[config.mk]
export PLATFORM = sky130hd
export DESIGN_NAME = insertion_sorter_core_flat
export DESIGN_NICKNAME = d
export VERILOG_FILES = /design/src/hdl/isrt_pkg.sv /design/src/hdl/isrt_if.sv /design/src/hdl/isrt_cell.sv /design/src/hdl/insertion_sorter_core.sv /design/src/flat_wrapper.sv
export SDC_FILE = /design/constraint.sdc
export NUM_CORES = 2
export LEC_CHECK = 0
export BUFFER_PORTS_ARGS = -buffer_cell sky130_fd_sc_hd__clkbuf_2
export CORE_MARGIN = 2
export CORE_UTILIZATION = 59
export DETAILED_ROUTE_END_ITERATION = 16
export GPL_ROUTABILITY_DRIVEN = 0
export PLACE_DENSITY = 0.78
export SLEW_MARGIN = 20
export SYNTH_ARGS = -nofsm -noshare
export SYNTH_HDL_FRONTEND = slang
export SYNTH_SLANG_ARGS = --single-unit
[constraint.sdc]
create_clock -name clk -period 5.8 [get_ports clk]
set_input_delay 0.29 -clock clk [delete_from_list [all_inputs] [get_ports clk]]
set_output_delay 0.29 -clock clk [all_outputs]
set_load 0.1 [all_outputs]
[src/hdl/isrt_pkg.sv]
// Shared constants and types for the insertion sorter.
package isrt_pkg;

  localparam int DEPTH   = 16;
  localparam int VALUE_W = 32;

  typedef logic signed [VALUE_W-1:0] value_t;

  // What one cell shows its neighbors.
  typedef struct packed {
    value_t value;
    logic   valid;
    logic   greater;
  } isrt_link_t;

  // Broadcast from the controller to every cell.
  typedef struct packed {
    logic   insert;
    logic   shift;
    value_t new_value;
  } isrt_cmd_t;

  typedef enum logic {
    ST_FILL,
    ST_DRAIN
  } isrt_state_t;

endpackage

[src/hdl/isrt_if.sv]
// Valid/ready channel interfaces for the insertion sorter.
interface isrt_in_if;
  logic                       valid;
  logic                       ready;
  logic signed [isrt_pkg::VALUE_W-1:0] value;
  logic                       last;

  modport source (output valid, output value, output last, input ready);
  modport sink   (input valid, input value, input last, output ready);
endinterface

interface isrt_out_if;
  logic                       valid;
  logic                       ready;
  logic signed [isrt_pkg::VALUE_W-1:0] sorted_value;
  logic                       final_res;
  logic                       overflow;

  modport source (output valid, output sorted_value, output final_res, output overflow,
                  input ready);
  modport sink   (input valid, input sorted_value, input final_res, input overflow,
                  output ready);
endinterface

[src/hdl/isrt_cell.sv]
// One entry of the sorted chain: holds a value and inserts or shifts.
module isrt_cell (
  input  logic                 clk,
  input  logic                 rst,
  input  isrt_pkg::isrt_cmd_t  cmd,
  input  isrt_pkg::isrt_link_t left,
  input  isrt_pkg::isrt_link_t right,
  output isrt_pkg::isrt_link_t self
);
  import isrt_pkg::*;

  value_t value;
  logic   valid;
  logic   greater;

  // Strictly greater keeps equal values in arrival order.
  assign greater = valid && (value > cmd.new_value);

  assign self.value   = value;
  assign self.valid   = valid;
  assign self.greater = greater;

  always_ff @(posedge clk) begin
    if (rst) begin
      valid <= 1'b0;
    end else if (cmd.insert) begin
      if (left.greater) begin
        // make room: take the left neighbor's entry
        value <= left.value;
        valid <= left.valid;
      end else if (left.valid && (greater || !valid)) begin
        value <= cmd.new_value;
        valid <= 1'b1;
      end
    end else if (cmd.shift) begin
      value <= right.value;
      valid <= right.valid;
    end
  end

endmodule

[src/hdl/insertion_sorter_core.sv]
// Top level: stable insertion sorter built from a chain of compare cells.
//
//  channel | dir | fields                               | handshake
//  din     | in  | value[31:0] signed, last             | valid/ready
//  dout    | out | sorted_value[31:0] signed, final_res, | valid/ready
//          |     | overflow                             |
//
// While filling, one item is taken every cycle; every cell compares against
// the new value at once and the chain opens a slot in that same cycle.
// On an item with last, the first result shows in the next cycle and the batch
// drains from cell 0, one result per cycle that dout accepts; din is held off
// until the final result is taken.
// Synchronous reset empties the chain and clears the overflow mark.
// A stall on dout simply holds the chain and the current result.
module insertion_sorter_core (
  input logic       clk,
  input logic       rst,
  isrt_in_if.sink   din,
  isrt_out_if.source dout
);
  import isrt_pkg::*;

  isrt_state_t state, state_next;
  logic        overflow_seen, overflow_seen_next;
  isrt_cmd_t   cmd;
  isrt_link_t  links [DEPTH];
  isrt_link_t  edge_left, edge_right;
  logic        full, in_acc, out_acc;

  assign full    = links[DEPTH-1].valid;
  assign in_acc  = din.valid && din.ready;
  assign out_acc = dout.valid && dout.ready;

  // Boundary links: cell 0 may always take the new value; the tail refills empty.
  assign edge_left  = '{value: '0, valid: 1'b1, greater: 1'b0};
  assign edge_right = '{value: '0, valid: 1'b0, greater: 1'b0};

  assign cmd.insert    = in_acc && !full;
  assign cmd.shift     = out_acc;
  assign cmd.new_value = din.value;

  genvar i;
  generate
    for (i = 0; i < DEPTH; i++) begin : g_cell
      isrt_link_t l_link, r_link;
      if (i == 0) begin : g_first
        assign l_link = edge_left;
      end else begin : g_mid_l
        assign l_link = links[i-1];
      end
      if (i == DEPTH-1) begin : g_last
        assign r_link = edge_right;
      end else begin : g_mid_r
        assign r_link = links[i+1];
      end
      isrt_cell u_cell (
        .clk   (clk),
        .rst   (rst),
        .cmd   (cmd),
        .left  (l_link),
        .right (r_link),
        .self  (links[i])
      );
    end
  endgenerate

  // next state
  always_comb begin
    state_next         = state;
    overflow_seen_next = overflow_seen;
    case (state)
      ST_FILL: begin
        if (in_acc && full) overflow_seen_next = 1'b1;
        if (in_acc && din.last) state_next = ST_DRAIN;
      end
      ST_DRAIN: begin
        if (out_acc && dout.final_res) begin
          state_next         = ST_FILL;
          overflow_seen_next = 1'b0;
        end
      end
      default: state_next = ST_FILL;
    endcase
  end

  // outputs
  always_comb begin
    din.ready  = 1'b0;
    dout.valid = 1'b0;
    case (state)
      ST_FILL:  din.ready  = 1'b1;
      ST_DRAIN: dout.valid = 1'b1;
      default: begin
        din.ready  = 1'b0;
        dout.valid = 1'b0;
      end
    endcase
  end

  assign dout.sorted_value = links[0].value;
  assign dout.final_res    = !links[1].valid;
  assign dout.overflow     = overflow_seen;

  always_ff @(posedge clk) begin
    if (rst) begin
      state         <= ST_FILL;
      overflow_seen <= 1'b0;
    end else begin
      state         <= state_next;
      overflow_seen <= overflow_seen_next;
    end
  end

endmodule
[src/flat_wrapper.sv]
// flat-port wrapper written by rule: the top's interface ports become plain ports
module insertion_sorter_core_flat import isrt_pkg::*;
  (clk, rst, din_valid, din_value, din_last, din_ready, dout_valid, dout_sorted_value, dout_final_res, dout_overflow, dout_ready);
  isrt_in_if din_i ();
  isrt_out_if dout_i ();
  input logic clk;
  input logic rst;
  input wire logic [$bits(din_i.valid)-1:0] din_valid;
  input wire logic [$bits(din_i.value)-1:0] din_value;
  input wire logic [$bits(din_i.last)-1:0] din_last;
  output wire logic [$bits(din_i.ready)-1:0] din_ready;
  output wire logic [$bits(dout_i.valid)-1:0] dout_valid;
  output wire logic [$bits(dout_i.sorted_value)-1:0] dout_sorted_value;
  output wire logic [$bits(dout_i.final_res)-1:0] dout_final_res;
  output wire logic [$bits(dout_i.overflow)-1:0] dout_overflow;
  input wire logic [$bits(dout_i.ready)-1:0] dout_ready;
  assign din_i.valid = din_valid;
  assign din_i.value = din_value;
  assign din_i.last = din_last;
  assign din_ready = din_i.ready;
  assign dout_valid = dout_i.valid;
  assign dout_sorted_value = dout_i.sorted_value;
  assign dout_final_res = dout_i.final_res;
  assign dout_overflow = dout_i.overflow;
  assign dout_i.ready = dout_ready;
  insertion_sorter_core u_core (.clk(clk), .rst(rst), .din(din_i), .dout(dout_i));
endmodule
# After elaboration in Yosys (flattened, before gate mapping)
# Index checks and enable logic that the tools add are counted.
# W data, S select, Z words.
# classes
n_lt_le_gt_ge	16
n_eq_ne	18
mux	134
n_bitwise	2
reduce_logical	103
# ops
cell	count
$mux W32	63
$gt A32 B32 Y1	16
$mux W1	69
$reduce_and A3 Y1	16
$ne A3 B3 Y1 const B	15
$logic_and A1 B1 Y1	37
$reduce_and A2 Y1	17
$logic_not A1 Y1	16
$logic_or A1 B1 Y1	16
$ne A2 B2 Y1 const B	2
$pmux W1 S2	2
$ne A2 B1 Y1 const B	1
$not A1 Y1	2
$reduce_bool A2 Y1	1
# totals
reg_bits	530
elab_cells	307

# Depth between registers and ports, before layout
# depth
depth_word	7
ltp_mapped	12
mapped_depth_nobuf	9

# Cells and area by module
# A second synthesis with hierarchy kept.
# unflattened
hier_cells	4430
hier_area_um2	41745.0
# by_module_without_submodules
mod	n_inst	cells_each	area_per_inst_um2	seq_area_each_um2
isrt_cell	16	276	2601.2	980.9
insertion_sorter_core	1	14	125.1	40.0

# Worst setup path after synthesis
# OpenSTA, ideal clock, no wires.
# synth_path
path_kind	input to register
start	input port din_value[14]
end	register u_core.g_cell[3].u_cell.value[0] (enable)
arrival_ns	4.954
required_time_ns	5.320
setup_slack_ns	0.366
stages	10
cell_sequence	inv_1 ha_1 a21oi_1 nand2_1 a221o_1 o31ai_1 and3b_1 clkbuf_1 nor2_1 a311oi_1
# synth_between
elab_chain_cells	6
word_cells_on_any_way	8
cone_classes	order compare: 2; eq/ne: 1; reduce/logical: 5
# synth_lines
element	line_no	text
start, declared	flat_wrapper.sv:9	input wire logic [$bits(din_i.value)-1:0] din_value;
$gt A32 B32 Y1	isrt_cell.sv:17	assign greater = valid && (value > cmd.new_value);
$logic_and A1 B1 Y1	isrt_cell.sv:17	
$logic_or A1 B1 Y1	isrt_cell.sv:31	end else if (left.valid && (greater || !valid)) begin
$logic_and A1 B1 Y1	isrt_cell.sv:31	
$ne A3 B3 Y1 (no line) (*)	--	
$reduce_and A3 Y1 (no line) (*)	--	
end signal, assigned	isrt_cell.sv:29	value <= left.value;
end signal, assigned	isrt_cell.sv:32	value <= cmd.new_value;
end signal, assigned	isrt_cell.sv:36	value <= right.value;
end, declared	isrt_cell.sv:12	value_t value;
# Mark *: on every way between the ends. The rest lies on a longest branch, timed or not.
# A chain may end at the register's enable or synchronous reset.

# Worst setup path after layout
# layout_path
start	input port din_value[23]
end	register u_core.g_cell[10].u_cell.value[7] (enable)
# layout_between
elab_chain_cells	6
word_cells_on_any_way	8
cone_classes	order compare: 2; eq/ne: 1; reduce/logical: 5
# layout_lines
element	line_no
$gt A32 B32 Y1	isrt_cell.sv:17
$logic_and A1 B1 Y1	isrt_cell.sv:17
$logic_or A1 B1 Y1	isrt_cell.sv:31
$logic_and A1 B1 Y1	isrt_cell.sv:31
$ne A3 B3 Y1 (no line) (*)	--
$reduce_and A3 Y1 (no line) (*)	--
end signal, assigned	isrt_cell.sv:29
end signal, assigned	isrt_cell.sv:32
end signal, assigned	isrt_cell.sv:36
end, declared	isrt_cell.sv:12
# Marked as above.

==> out/results.ini <==
[status]
status=finished, final reports clean

[synth]
synth_top_area_share_pct=39.2
ys_seq_area_share_pct=40.1
yosys-top-cells-count=nand2_1, edfxtp_1, ha_1
syn-num-nets=4720
avgSynthCellArea_um2=9.33
ys_top_cells_by_area=edfxtp_1, ha_1, nand2_1, o211ai_1, nand3_1
syn_inst=4203
yosys.area.top_type=edfxtp_1
synth_warnings=0
synth_cell_type_count=68
ys_ff_latch=530
synth_edf_count=512
async_reset_ff_share_pct=0
netlist_area_um2=39200
synth.most_common_cell=nand2_1
synth-main-ff-cell=edfxtp_1

[critical_path]
crit_path_start_kind=primary input
required_ns=6.09
cpMaxStageDelayCell=a2111oi_0
arrival_ns=4.92
cpLargestDelayFamily=buffers and inverters
critPathBufInv=5
max_stage_delay_ns=0.82
critPathCaptureType=flip-flop
crit_chain=clkbuf_2, inv_1, ha_1, a21oi_1, o21ai_0, o21bai_1, a2111oi_0, buf_4, and4_1, buf_4, o21ai_0, a41oi_4, buf_4
rr_endpoint=u_core.g_cell[6].u_cell.value[6]$_DFFE_PP_
r2r_cells=10
path_class=primary input to flip-flop
reg2reg_from=u_core.g_cell[6].u_cell.value[31]$_DFFE_PP_
cp_max_fo=32
crit_top_cell=buf_4
rrSetupSlack_ns=1.31

[power_and_ir_drop]
pwr_density_cell_nw_per_um2=259
power_switching_uw=3650
internal_power_uw=7390
p_leak_uw=0.0161
combPwrFrac_pct=22.2
pwr-share-clk_pct=35.7
total_power_uw=11000
switching_share_pct=33.1
p_seq_share_pct=42.1
vdd_drop_max_uv=411

[clocking]
ctsHoldBuffers=3
clock_sink_count=530
cts-buffers-inserted=58
htreeDepth=2
post_cts_resized=0
clk_path_buf_depth=3
insertion_delay_ns=0.66
cts_root_buf=clkbuf_16
cts_setup_buffers=0
clk_pin_slew_ns=0.06
cts_tree=yes

[finish]
num_antenna_cells=0
num-fill-cells=5324
fin_cells=5045
final_nets=4649
final_util_pct=65.0
drive_above_1_share_pct=9.09
syn_to_final_growth_pct=8.95
final_area_um2=42700

[timing]
grt_setup_unrepaired=false
fmax_mhz=216
hold_violations=0
drv_slew=0
final-setup-viol-count=0
finalCriticalPeriod_ns=4.63
tightest_slew_ns=1.34
fin_crit_sh_pct=79.9
skew_ns=0.0225
finalSetupTns_ns=0
slew_headroom_pct=10.7

[grt]
grt_usage_pct=43.4
first_global_vias=36300
grt_pass1_wl_um=224000
grt_start_max_net_pins=196
antenna_found_initial=2
grt_overflow=0

[die]
die_h_um=262
die_area_um2=68500
initial_core_util_pct=59.6
row_count=94
fp.coreArea_um2=65700
die_x_um=262
io_pins=73

[placed_design]
post-dp-hpwl_um=108000
dp_cells=4932
placed_cell_area_um2=40700
io_buffers=72

[min_path]
hold_end=u_core.g_cell[15].u_cell.valid$_SDFFE_PP0P_
hold_path.class=primary input to flip-flop
min_path_cells=3
min_from=rst

[routing]
drt-initial-drc-count=7575
vias_per_cell=7.70
vias=38900
drc_errors=0
routed_wl_um=152000
drt_pass1_iterations=9
wire_per_inst_um=30.2
ant_nets=0

[run]
max-cap-violations=0

[flip-flops by register name, summed over array words and instances, names as in the netlist]
signal / cells
u_core.dout.overflow: 1
u_core.g_cell.u_cell.value: 512
u_core.g_cell.u_cell.valid: 16
u_core.state: 1
[power by group through the flow]
stage | combinational (uW) | clock [uW] | sequential [uW]
3_3_place_gp | 2240 | 0 | 4710
3_5_place_dp | 2330 | 0 | 4710
2_1_floorplan | 1500 | 0 | 4740
5_1_grt | 2610 | 4030 | 4650
6_report | 2450 | 3940 | 4650
4_1_cts | 2340 | 3890 | 4630
[layer usage]
| layer | GRT usage (%) | vias to the layer above | share of wire [%] | wire, um |
|---|---|---|---|---|
| li1 | - | 16300 | - | - |
| met1 | 55.4 | 18200 | 34 | 51900 |
| met2 | 64.0 | 3516 | 42 | 64100 |
| met3 | 11.2 | 864 | 15 | 22300 |
| met4 | 31.2 | 4 | 9.0 | 13800 |
| met5 | 0 | - | 0.016 | 25 |
[layout make-up]
cell class                      count  area (um2)  area share (%)
Clock buffer                       83        1630            3.81
Clock inverter                     26         294           0.689
Inverter                           83         312           0.730
Multi-Input combinational cell   3264       22300            52.2
Sequential cell                   530       15700            36.9
Tap cell                          864        1080            2.53
Timing Repair Buffer              195        1370            3.22
[stage by stage]
stage	hold WS, ns	worst slack [ns]
2_1_floorplan	0.431	0.366
3_3_place_gp	0.530	0.781
3_5_place_dp	0.530	0.668
4_1_cts	0.171	1.33
5_1_grt	0.220	1.15
6_report	0.191	1.17
[cell usage in the layout, fill, tap and decap left out, drive strengths merged, types with 55 or more instances in the layout]
cell type	count
inv	84
nor3	57
edfxtp	512
nor2	234
nand3	339
a31oi	167
nor4	55
o211ai	243
a21o	73
o21ai	144
clkbuf	155
a221o	101
buf	120
o2111ai	98
nand2	632
nand4	169
ha	480
a21oi	226
[how the worst max path moves through the flow]
stage / from / endpoint / slack, ns / depth (start not counted)
floorplan: din_value[14] / u_core.g_cell[3].u_cell.value[0]$_DFFE_PP_ / 0.37 / 10
global placement: din_value[27] / u_core.g_cell[6].u_cell.value[24]$_DFFE_PP_ / 0.78 / 12
detailed placement: din_value[27] / u_core.g_cell[6].u_cell.value[24]$_DFFE_PP_ / 0.67 / 12
CTS: din_value[27] / u_core.g_cell[6].u_cell.value[6]$_DFFE_PP_ / 1.33 / 12
global route: din_value[17] / u_core.g_cell[10].u_cell.value[7]$_DFFE_PP_ / 1.15 / 13
finish: din_value[23] / u_core.g_cell[10].u_cell.value[7]$_DFFE_PP_ / 1.17 / 13
[worst register-to-register path: cells and delay by family (launching register included)]
| kind | cells | cell delay (ns) |
|---|---|---|
| compound gates | 5 | 1.46 |
| simple gates | 2 | 0.88 |
| fa+ha+maj | 1 | 0.52 |
| flops | 1 | 0.50 |
| buf+inv | 2 | 0.74 |
[kinds of logic after synthesis]
kind of cell | count (synthesis) | synth area share [%]
flip-flops | 530 | 40.1
buffers and inverters | 409 | 4.15
multiplexers | 36 | 0.926
AND/OR/NAND/NOR | 1579 | 18.6
AO/OA/AOI/OAI | 1169 | 20.8
adder cells (fa/ha/maj) | 480 | 15.3
No activity file was read; power rests on OpenSTA's default activity.
